==> src/design/tnet_pkg.sv <==
// Package for the timed note event table: operation codes, slot geometry,
// slot entry layout and the slot index wrap helper.
// No dependencies.
`timescale 1ns / 1ps
`default_nettype none

package tnet_pkg;

    // Slot table geometry
    localparam int SLOT_COUNT  = 16;
    localparam int MAX_RESULTS = 16;
    localparam int SLOT_W      = (SLOT_COUNT > 1) ? $clog2(SLOT_COUNT) : 1;
    localparam int FIRE_W      = $clog2(MAX_RESULTS + 1);

    // Operation codes carried on the kind field
    typedef enum logic [1:0] {
        KIND_SCHEDULE = 2'd0,
        KIND_CANCEL   = 2'd1,
        KIND_TICK     = 2'd2,
        KIND_CLEAR    = 2'd3
    } t_kind;

    // One stored event
    typedef struct packed {
        logic [31:0] due_time;
        logic [6:0]  note;
        logic        is_on;
    } t_slot_entry;

    localparam int ENTRY_W = $bits(t_slot_entry);

    // Round-robin successor of a slot index
    function automatic logic [SLOT_W-1:0] next_slot(input logic [SLOT_W-1:0] idx);
        next_slot = (idx == SLOT_W'(SLOT_COUNT - 1)) ? '0 : idx + SLOT_W'(1);
    endfunction

endpackage

`default_nettype wire

==> src/design/timed_note_event_table_unit.sv <==
// Timed note event table: top level with slot sequencer, valid bits and output register.
// Depends on tnet_pkg and tnet_ram.
`timescale 1ns / 1ps
`default_nettype none

// Channel    | Direction | Handshake           | Payload
// -----------+-----------+---------------------+------------------------------------------
// command    | in        | i_valid / o_ready   | i_kind, i_time_ms, i_note, i_note_on
// event      | out       | o_valid / i_ready   | o_note_value, o_key_down, o_end_of_run
//
// Sequencing: one transaction is taken in IDLE. Clear finishes in that same cycle.
// Schedule walks the valid bits from the cursor, one slot a cycle, and flushes the
// event straight out when the table is full. Cancel and tick walk all slots: a free
// slot is passed over, a valid one is read from the RAM, then compared; a tick
// ends with a flush when it fires. The single registered-read slot RAM and the
// shared time/note comparator set this pace.
// Reset (synchronous, active low) empties the table, zeroes the cursor and drops
// any result held. A stalled event channel stalls the sequencer whenever an event
// needs the output register while it still holds an unaccepted result: a later fired event
// of a tick, or the last event of a run in the flush cycle.

module timed_note_event_table_unit
    import tnet_pkg::*;
(
    input  wire logic        i_clk,
    input  wire logic        i_rst_n,
    // command channel
    input  wire logic        i_valid,
    output logic             o_ready,
    input  wire logic [1:0]  i_kind,
    input  wire logic [31:0] i_time_ms,
    input  wire logic [6:0]  i_note,
    input  wire logic        i_note_on,
    // event channel
    output logic             o_valid,
    input  wire logic        i_ready,
    output logic      [6:0]  o_note_value,
    output logic             o_key_down,
    output logic             o_end_of_run
);

    // Sequencer states, one-hot
    typedef enum logic [4:0] {
        S_IDLE  = 5'b00001,
        S_SEEK  = 5'b00010,   // schedule: look for a free slot
        S_READ  = 5'b00100,   // cancel/tick: fetch a valid slot
        S_CHECK = 5'b01000,   // cancel/tick: compare fetched slot
        S_FLUSH = 5'b10000    // send the held result as the last of the run
    } t_state;

    t_state                r_state, n_state;
    t_kind                 r_op, n_op;
    logic [31:0]           r_time, n_time;
    logic [6:0]            r_note, n_note;
    logic                  r_on, n_on;
    logic [SLOT_W-1:0]     r_idx, n_idx;
    logic [SLOT_W-1:0]     r_steps, n_steps;
    logic [SLOT_W-1:0]     r_cursor, n_cursor;
    logic [SLOT_COUNT-1:0] r_valid, n_valid;
    logic [FIRE_W-1:0]     r_fired, n_fired;
    // one fired event is held back until we know whether another follows
    logic                  r_pend_valid, n_pend_valid;
    logic [6:0]            r_pend_note, n_pend_note;
    logic                  r_pend_on, n_pend_on;
    // output register
    logic                  r_o_valid, n_o_valid;
    logic [6:0]            r_o_note;
    logic                  r_o_on;
    logic                  r_o_eor;

    logic                  out_load;
    logic [6:0]            out_note;
    logic                  out_on;
    logic                  out_eor;
    logic                  out_free;
    logic                  scan_last;
    logic                  slot_due;
    logic                  slot_match;
    logic                  fire_room;

    logic                  ram_we;
    logic                  ram_re;
    t_slot_entry           ram_wdata;
    t_slot_entry           ram_rdata;

    tnet_ram #(
        .WIDTH (ENTRY_W),
        .DEPTH (SLOT_COUNT)
    ) u_slot_ram (
        .i_clk   (i_clk),
        .i_we    (ram_we),
        .i_waddr (r_idx),
        .i_wdata (ram_wdata),
        .i_re    (ram_re),
        .i_raddr (r_idx),
        .o_rdata (ram_rdata)
    );

    assign ram_wdata = '{due_time: r_time, note: r_note, is_on: r_on};

    // The shared compare unit: due time for tick, note and flag for cancel
    assign slot_due   = (r_time >= ram_rdata.due_time);
    assign slot_match = (ram_rdata.note == r_note) && (ram_rdata.is_on == r_on);
    assign scan_last  = (r_idx == SLOT_W'(SLOT_COUNT - 1));
    assign fire_room  = (r_fired != FIRE_W'(MAX_RESULTS));
    assign out_free   = !r_o_valid || i_ready;

    always_comb begin
        n_state      = r_state;
        n_op         = r_op;
        n_time       = r_time;
        n_note       = r_note;
        n_on         = r_on;
        n_idx        = r_idx;
        n_steps      = r_steps;
        n_cursor     = r_cursor;
        n_valid      = r_valid;
        n_fired      = r_fired;
        n_pend_valid = r_pend_valid;
        n_pend_note  = r_pend_note;
        n_pend_on    = r_pend_on;
        ram_we       = 1'b0;
        ram_re       = 1'b0;
        out_load     = 1'b0;
        out_note     = r_pend_note;
        out_on       = r_pend_on;
        out_eor      = 1'b0;

        unique case (r_state)
            S_IDLE: begin
                if (i_valid) begin
                    // capture the transaction
                    n_op    = t_kind'(i_kind);
                    n_time  = i_time_ms;
                    n_note  = i_note;
                    n_on    = i_note_on;
                    n_steps = '0;
                    n_fired = '0;
                    n_idx   = '0;
                    unique case (t_kind'(i_kind))
                        KIND_SCHEDULE: begin
                            n_idx   = r_cursor;
                            n_state = S_SEEK;
                        end
                        KIND_CANCEL, KIND_TICK: begin
                            n_state = S_READ;
                        end
                        KIND_CLEAR: begin
                            // cursor keeps its value
                            n_valid = '0;
                        end
                        default: begin
                            n_state = S_IDLE;
                        end
                    endcase
                end
            end

            S_SEEK: begin
                if (!r_valid[r_idx]) begin
                    ram_we           = 1'b1;
                    n_valid[r_idx]   = 1'b1;
                    n_cursor         = next_slot(r_idx);
                    n_state          = S_IDLE;
                end else if (r_steps == SLOT_W'(SLOT_COUNT - 1)) begin
                    // table full: bounce the event straight out
                    n_pend_valid = 1'b1;
                    n_pend_note  = r_note;
                    n_pend_on    = r_on;
                    n_state      = S_FLUSH;
                end else begin
                    n_idx   = next_slot(r_idx);
                    n_steps = r_steps + SLOT_W'(1);
                end
            end

            S_READ: begin
                if (r_valid[r_idx] && !(r_op == KIND_TICK && !fire_room)) begin
                    ram_re  = 1'b1;
                    n_state = S_CHECK;
                end else if (scan_last) begin
                    n_state = r_pend_valid ? S_FLUSH : S_IDLE;
                end else begin
                    n_idx = r_idx + SLOT_W'(1);
                end
            end

            S_CHECK: begin
                if (r_op == KIND_TICK && slot_due && r_pend_valid && !out_free) begin
                    // hold: the earlier fired event still occupies the output
                    n_state = S_CHECK;
                end else begin
                    if (r_op == KIND_TICK && slot_due) begin
                        if (r_pend_valid) begin
                            out_load = 1'b1;
                        end
                        n_pend_valid   = 1'b1;
                        n_pend_note    = ram_rdata.note;
                        n_pend_on      = ram_rdata.is_on;
                        n_valid[r_idx] = 1'b0;
                        n_fired        = r_fired + FIRE_W'(1);
                    end else if (r_op == KIND_CANCEL && slot_match) begin
                        n_valid[r_idx] = 1'b0;
                    end
                    if (scan_last) begin
                        n_state = n_pend_valid ? S_FLUSH : S_IDLE;
                    end else begin
                        n_idx   = r_idx + SLOT_W'(1);
                        n_state = S_READ;
                    end
                end
            end

            S_FLUSH: begin
                if (out_free) begin
                    out_load     = 1'b1;
                    out_eor      = 1'b1;
                    n_pend_valid = 1'b0;
                    n_state      = S_IDLE;
                end
            end

            default: begin
                n_state = S_IDLE;
            end
        endcase

        n_o_valid = out_load || (r_o_valid && !i_ready);
    end

    // control state
    always_ff @(posedge i_clk) begin
        if (!i_rst_n) begin
            r_state      <= S_IDLE;
            r_cursor     <= '0;
            r_valid      <= '0;
            r_fired      <= '0;
            r_pend_valid <= 1'b0;
            r_o_valid    <= 1'b0;
        end else begin
            r_state      <= n_state;
            r_cursor     <= n_cursor;
            r_valid      <= n_valid;
            r_fired      <= n_fired;
            r_pend_valid <= n_pend_valid;
            r_o_valid    <= n_o_valid;
        end
    end

    // payload and scan registers
    always_ff @(posedge i_clk) begin
        r_op        <= n_op;
        r_time      <= n_time;
        r_note      <= n_note;
        r_on        <= n_on;
        r_idx       <= n_idx;
        r_steps     <= n_steps;
        r_pend_note <= n_pend_note;
        r_pend_on   <= n_pend_on;
        if (out_load) begin
            r_o_note <= out_note;
            r_o_on   <= out_on;
            r_o_eor  <= out_eor;
        end
    end

    assign o_ready      = (r_state == S_IDLE);
    assign o_valid      = r_o_valid;
    assign o_note_value = r_o_note;
    assign o_key_down   = r_o_on;
    assign o_end_of_run = r_o_eor;

endmodule

`default_nettype wire

==> src/design/tnet_ram.sv <==
// Generic single-port-write, single-port-read RAM with registered read data.
// No dependencies.
`timescale 1ns / 1ps
`default_nettype none

module tnet_ram #(
    parameter int WIDTH = 8,
    parameter int DEPTH = 16
) (
    input  wire logic                       i_clk,
    input  wire logic                       i_we,
    input  wire logic [$clog2(DEPTH)-1:0]   i_waddr,
    input  wire logic [WIDTH-1:0]           i_wdata,
    input  wire logic                       i_re,
    input  wire logic [$clog2(DEPTH)-1:0]   i_raddr,
    output logic      [WIDTH-1:0]           o_rdata
);

    logic [WIDTH-1:0] r_mem [DEPTH];

    always_ff @(posedge i_clk) begin
        if (i_we) begin
            r_mem[i_waddr] <= i_wdata;
        end
        // hold read data until the next read
        if (i_re) begin
            o_rdata <= r_mem[i_raddr];
        end
    end

endmodule

`default_nettype wire

==> config.mk <==
export PLATFORM = sky130hd
export DESIGN_NAME = timed_note_event_table_unit
export DESIGN_NICKNAME = d
export VERILOG_FILES = /design/src/design/tnet_pkg.sv /design/src/design/timed_note_event_table_unit.sv /design/src/design/tnet_ram.sv
export SDC_FILE = /design/constraint.sdc
export NUM_CORES = 1
export LEC_CHECK = 0
export BUFFER_PORTS_ARGS = -buffer_cell sky130_fd_sc_hd__buf_2
export CAP_MARGIN = 20
export CELL_PAD_IN_SITES_DETAIL_PLACEMENT = 1
export CELL_PAD_IN_SITES_GLOBAL_PLACEMENT = 2
export CORE_MARGIN = 10
export CORE_UTILIZATION = 45
export DETAILED_ROUTE_END_ITERATION = 8
export HOLD_SLACK_MARGIN = 0.12
export PLACE_DENSITY = 0.81
export REMOVE_ABC_BUFFERS = 1
export SLEW_MARGIN = 20
export SYNTH_ARGS = -nofsm -noshare
export SYNTH_HDL_FRONTEND = slang
export SYNTH_HIERARCHICAL = 1
export SYNTH_SLANG_ARGS = --single-unit
==> constraint.sdc <==
create_clock -name i_clk -period 5.85 [get_ports i_clk]
set_input_delay 0.8775 -clock i_clk [delete_from_list [all_inputs] [get_ports i_clk]]
set_output_delay 0.8775 -clock i_clk [all_outputs]
set_load 0.05 [all_outputs]
==> results.md <==
* Min-delay worst type: in -> reg
* Fillers at 5909
* Io pins at 57
* Die width at 281 µm
* Root buf cell: clkbuf_16
* Seq/Total Area, Yosys at 75.1%
* Most frequent cells in the layout: edfxtp_1, mux4_2, a22oi_1, nand2_1, clkbuf_16
* Cts bufs inserted at 81
* Post-DP HPWL at 42000 µm
* Clock Latency Late Sink at 0.64 ns
* Starting DRT DRC Count at 1330
* Clk sinks at 779
* CP Class: reg -> reg
* Clk slew on worst S/H paths at 0.06 ns
* Post-CTS setup buffer count at 0
* Crit path required time at 6.10 ns
* CP arrival at 4.59 ns
* CP bufs+invs at 1
* Lkg Pwr at 0.0115 µW
* Rows at 95
* Die height at 281 µm
* Fraction of registers with async set or reset after synthesis at 0%
* Largest net degree at the start of global routing at 171
* Worst hold margin at 0.413 ns
* Initial antenna violation count at 0
* Die area at 0.0791 mm²
* Initial core utilization at 45.6%
* Final period util at 74.3%
* Syn Inst Count at 1525
* Avg Vias per Cell at 6.03
* R2r setup slk at 1.51 ns
* Pwr dens at 441 mW/mm²
* Outcome: finished clean
* Total power at 15400 µW
* Final wirelength at 73700 µm
* Pins Over Slew Limit at 0
* Antenna violation net count after detailed routing at 0
* Crit. End Element: register
* Core Util, Final at 51.7%
* Levels on crit path at 9
* Max Fclk at 230 MHz
* YS warnings at 6
* CTS tree: built
* Final hold violation count at 0
* Slew margin rel. at 27.3%
* Crit-path max cell delay at 0.79 ns
* PnR worst setup slack at 1.51 ns
* GR Overflow Total at 0
* Via count at 15500
* Leading cell type in the layout, fill and taps excluded: edfxtp_1
* Worst clock skew at 0.0237 ns
* Critical Path, Cell by Cell: inv_1 > ha_1 > nand2b_1 > a2111oi_0 > o32ai_1 > o311a_2 > nor2_2 > o31ai_1 > nor4_1
* Global placement routability congestion at 0.764
* Crit path max fanout at 17
* Min Tclk post-route at 4.34 ns
* Global-route wire length before repair at 110000 µm
* Max IR drop VDD at 0.000398 V
* Pre-CTS WS at 1.60 ns
* Crit path to: r_idx[2]
* Drt first pass iters at 5
* CP delay by family, top: compound AO/OA/AOI/OAI gates
* Post-synth EDFFs at 747
* # diodes at 0
* Cell area after synthesis at 0.0307 mm²
* Syn avg cell area at 20.1 µm²
* Layout cells sized above 1 at 21.1%
* Yosys reg bits at 779
* H-tree levels at 3
* RR Endpoint: r_idx[2]
* Number of global-route vias before repair at 16800
* CTS hold repair buffers at 0
* CP max stage cell: nor4_1
* Routed WL per cell at 28.7 µm
* Post_cts resized at 0
* Worst setup SP type: register
* Core area at 0.0674 mm²
* Port Buffers at 56
* Nets@finish at 1718
* RSZ-0062 raised after global routing: false
* Post-synth cell types at 65
* Area grow syn2layout at 13.3%
* Total GRT Usage at 18.8%
* RR Startpoint: r_time[0]
* Slew at the pin closest to its max-slew limit at 1.09 ns
* Main synth FF type: edfxtp_1
* R2r worst-path depth at 9
* Setup violators final at 0
* Worst setup startpoint: r_time[0]
* CTS max path bufs at 3
* Max_cap viols at 0
* Fin Setup TNS at 0 ns
* DR DRC count at 0
[worst min path at each step]
stage                      endpoint  slack [ns]          start  cells after the start
CTS                      r_time[22]        0.37  i_time_ms[22]                      1
global placement    o_note_value[4]        0.41    out_note[4]                      0
detailed placement  o_note_value[4]        0.41    out_note[4]                      0
floorplan                o_key_down        0.40         out_on                      0
finish                   r_time[22]        0.41  i_time_ms[22]                      1
global route             r_time[13]        0.38  i_time_ms[13]                      1
[registers in the layout, indices dropped and copies added (netlist names), 2 cells and up]
signal and cells:
o_note_value 7, out_note 7, r_cursor 4, r_fired 5, r_idx 4, r_note 7, r_op 2, r_state 5
r_steps 4, r_time 32, r_valid 16, u_slot_ram/o_rdata 40, u_slot_ram/r_mem 640
[logic make-up (layout without fill, tap and decap cells)]
kind of cell | Yosys count | count (layout) | share of synthesized area (%)
buf+inv | 122 | 295 | 2.17
simple gates | 205 | 205 | 3.21
xor+xnor | 12 | 12 | 0.342
fa+ha+maj | 41 | 41 | 1.67
flops | 779 | 779 | 75.1
compound gates | 196 | 196 | 4.72
mux | 170 | 170 | 12.8
[cell type report]
cell class              count  area (µm²)  share of cell area (%)
repair buffers             98         646                    1.85
clock inverters            50         552                    1.58
flip-flops and latches    779       23100                    66.3
inverters                  47         176                   0.507
well taps                 873        1090                    3.14
multi-input cells         624        7120                    20.5
clock buffers             100        2160                    6.21
[metal layers]
metal / share of wire [%] / global-route usage [%] / up-vias
li1: - / - / 6563
met1: 41 / 24.7 / 8269
met2: 50 / 31.4 / 548
met3: 6.1 / 3.65 / 120
met4: 2.7 / 5.77 / 0
met5: 0 / 0 / -
[stage by stage]
step / instance area [µm²] / instances
floorplan: 30200 / 1450
global placement: 32100 / 2421
detailed placement: 32100 / 2421
CTS: 34800 / 2571
global route: 34800 / 2571
finish: 34800 / 2571
[power by group]
part	total [µW]	switching, µW	internal [µW]	leakage, µW
clock	5220	2140	3080	0.00131
sequential	6990	364	6630	0.00700
combinational	3150	1820	1330	0.00318
[Yosys cell counts, types with 3 or more instances]
library cell | n | area, µm²
o21ai_0 | 9 | 45.0
o31ai_1 | 5 | 37.5
nand3_1 | 13 | 65.1
ha_1 | 41 | 513
nor4_1 | 3 | 18.8
nand2_1 | 85 | 319
o311a_1 | 12 | 120
a31o_2 | 12 | 105
and4_1 | 5 | 43.8
buf_1 | 5 | 18.8
nand4_1 | 11 | 68.8
dfxtp_1 | 32 | 641
o211ai_1 | 3 | 22.5
nor3_1 | 6 | 30.0
and2_1 | 7 | 43.8
a32o_1 | 3 | 30.0
mux4_1 | 60 | 1580
xnor2_1 | 8 | 70.1
xor2_1 | 4 | 35.0
mux4_2 | 100 | 2250
o21a_1 | 5 | 37.5
clkbuf_1 | 44 | 165
a22oi_1 | 86 | 646
inv_1 | 46 | 173
nor2_1 | 39 | 146
nand2b_1 | 7 | 43.8
a31oi_1 | 6 | 37.5
and3_1 | 4 | 25.0
buf_12 | 11 | 220
buf_2 | 13 | 65.1
a21o_1 | 5 | 37.5
nor2b_1 | 9 | 56.3
a41oi_1 | 3 | 26.3
a21oi_1 | 31 | 155
mux2i_1 | 9 | 90.1
edfxtp_1 | 747 | 22400
[worst reg2reg max path: stages (launching register included)]
cell       delay, ns
edfxtp_1        0.63
inv_1           0.12
ha_1            0.30
nand2b_1        0.15
a2111oi_0       0.75
o32ai_1         0.28
o311a_2         0.48
nor2_2          0.32
o31ai_1         0.16
nor4_1          0.79
(Power assumes the default switching activity.)
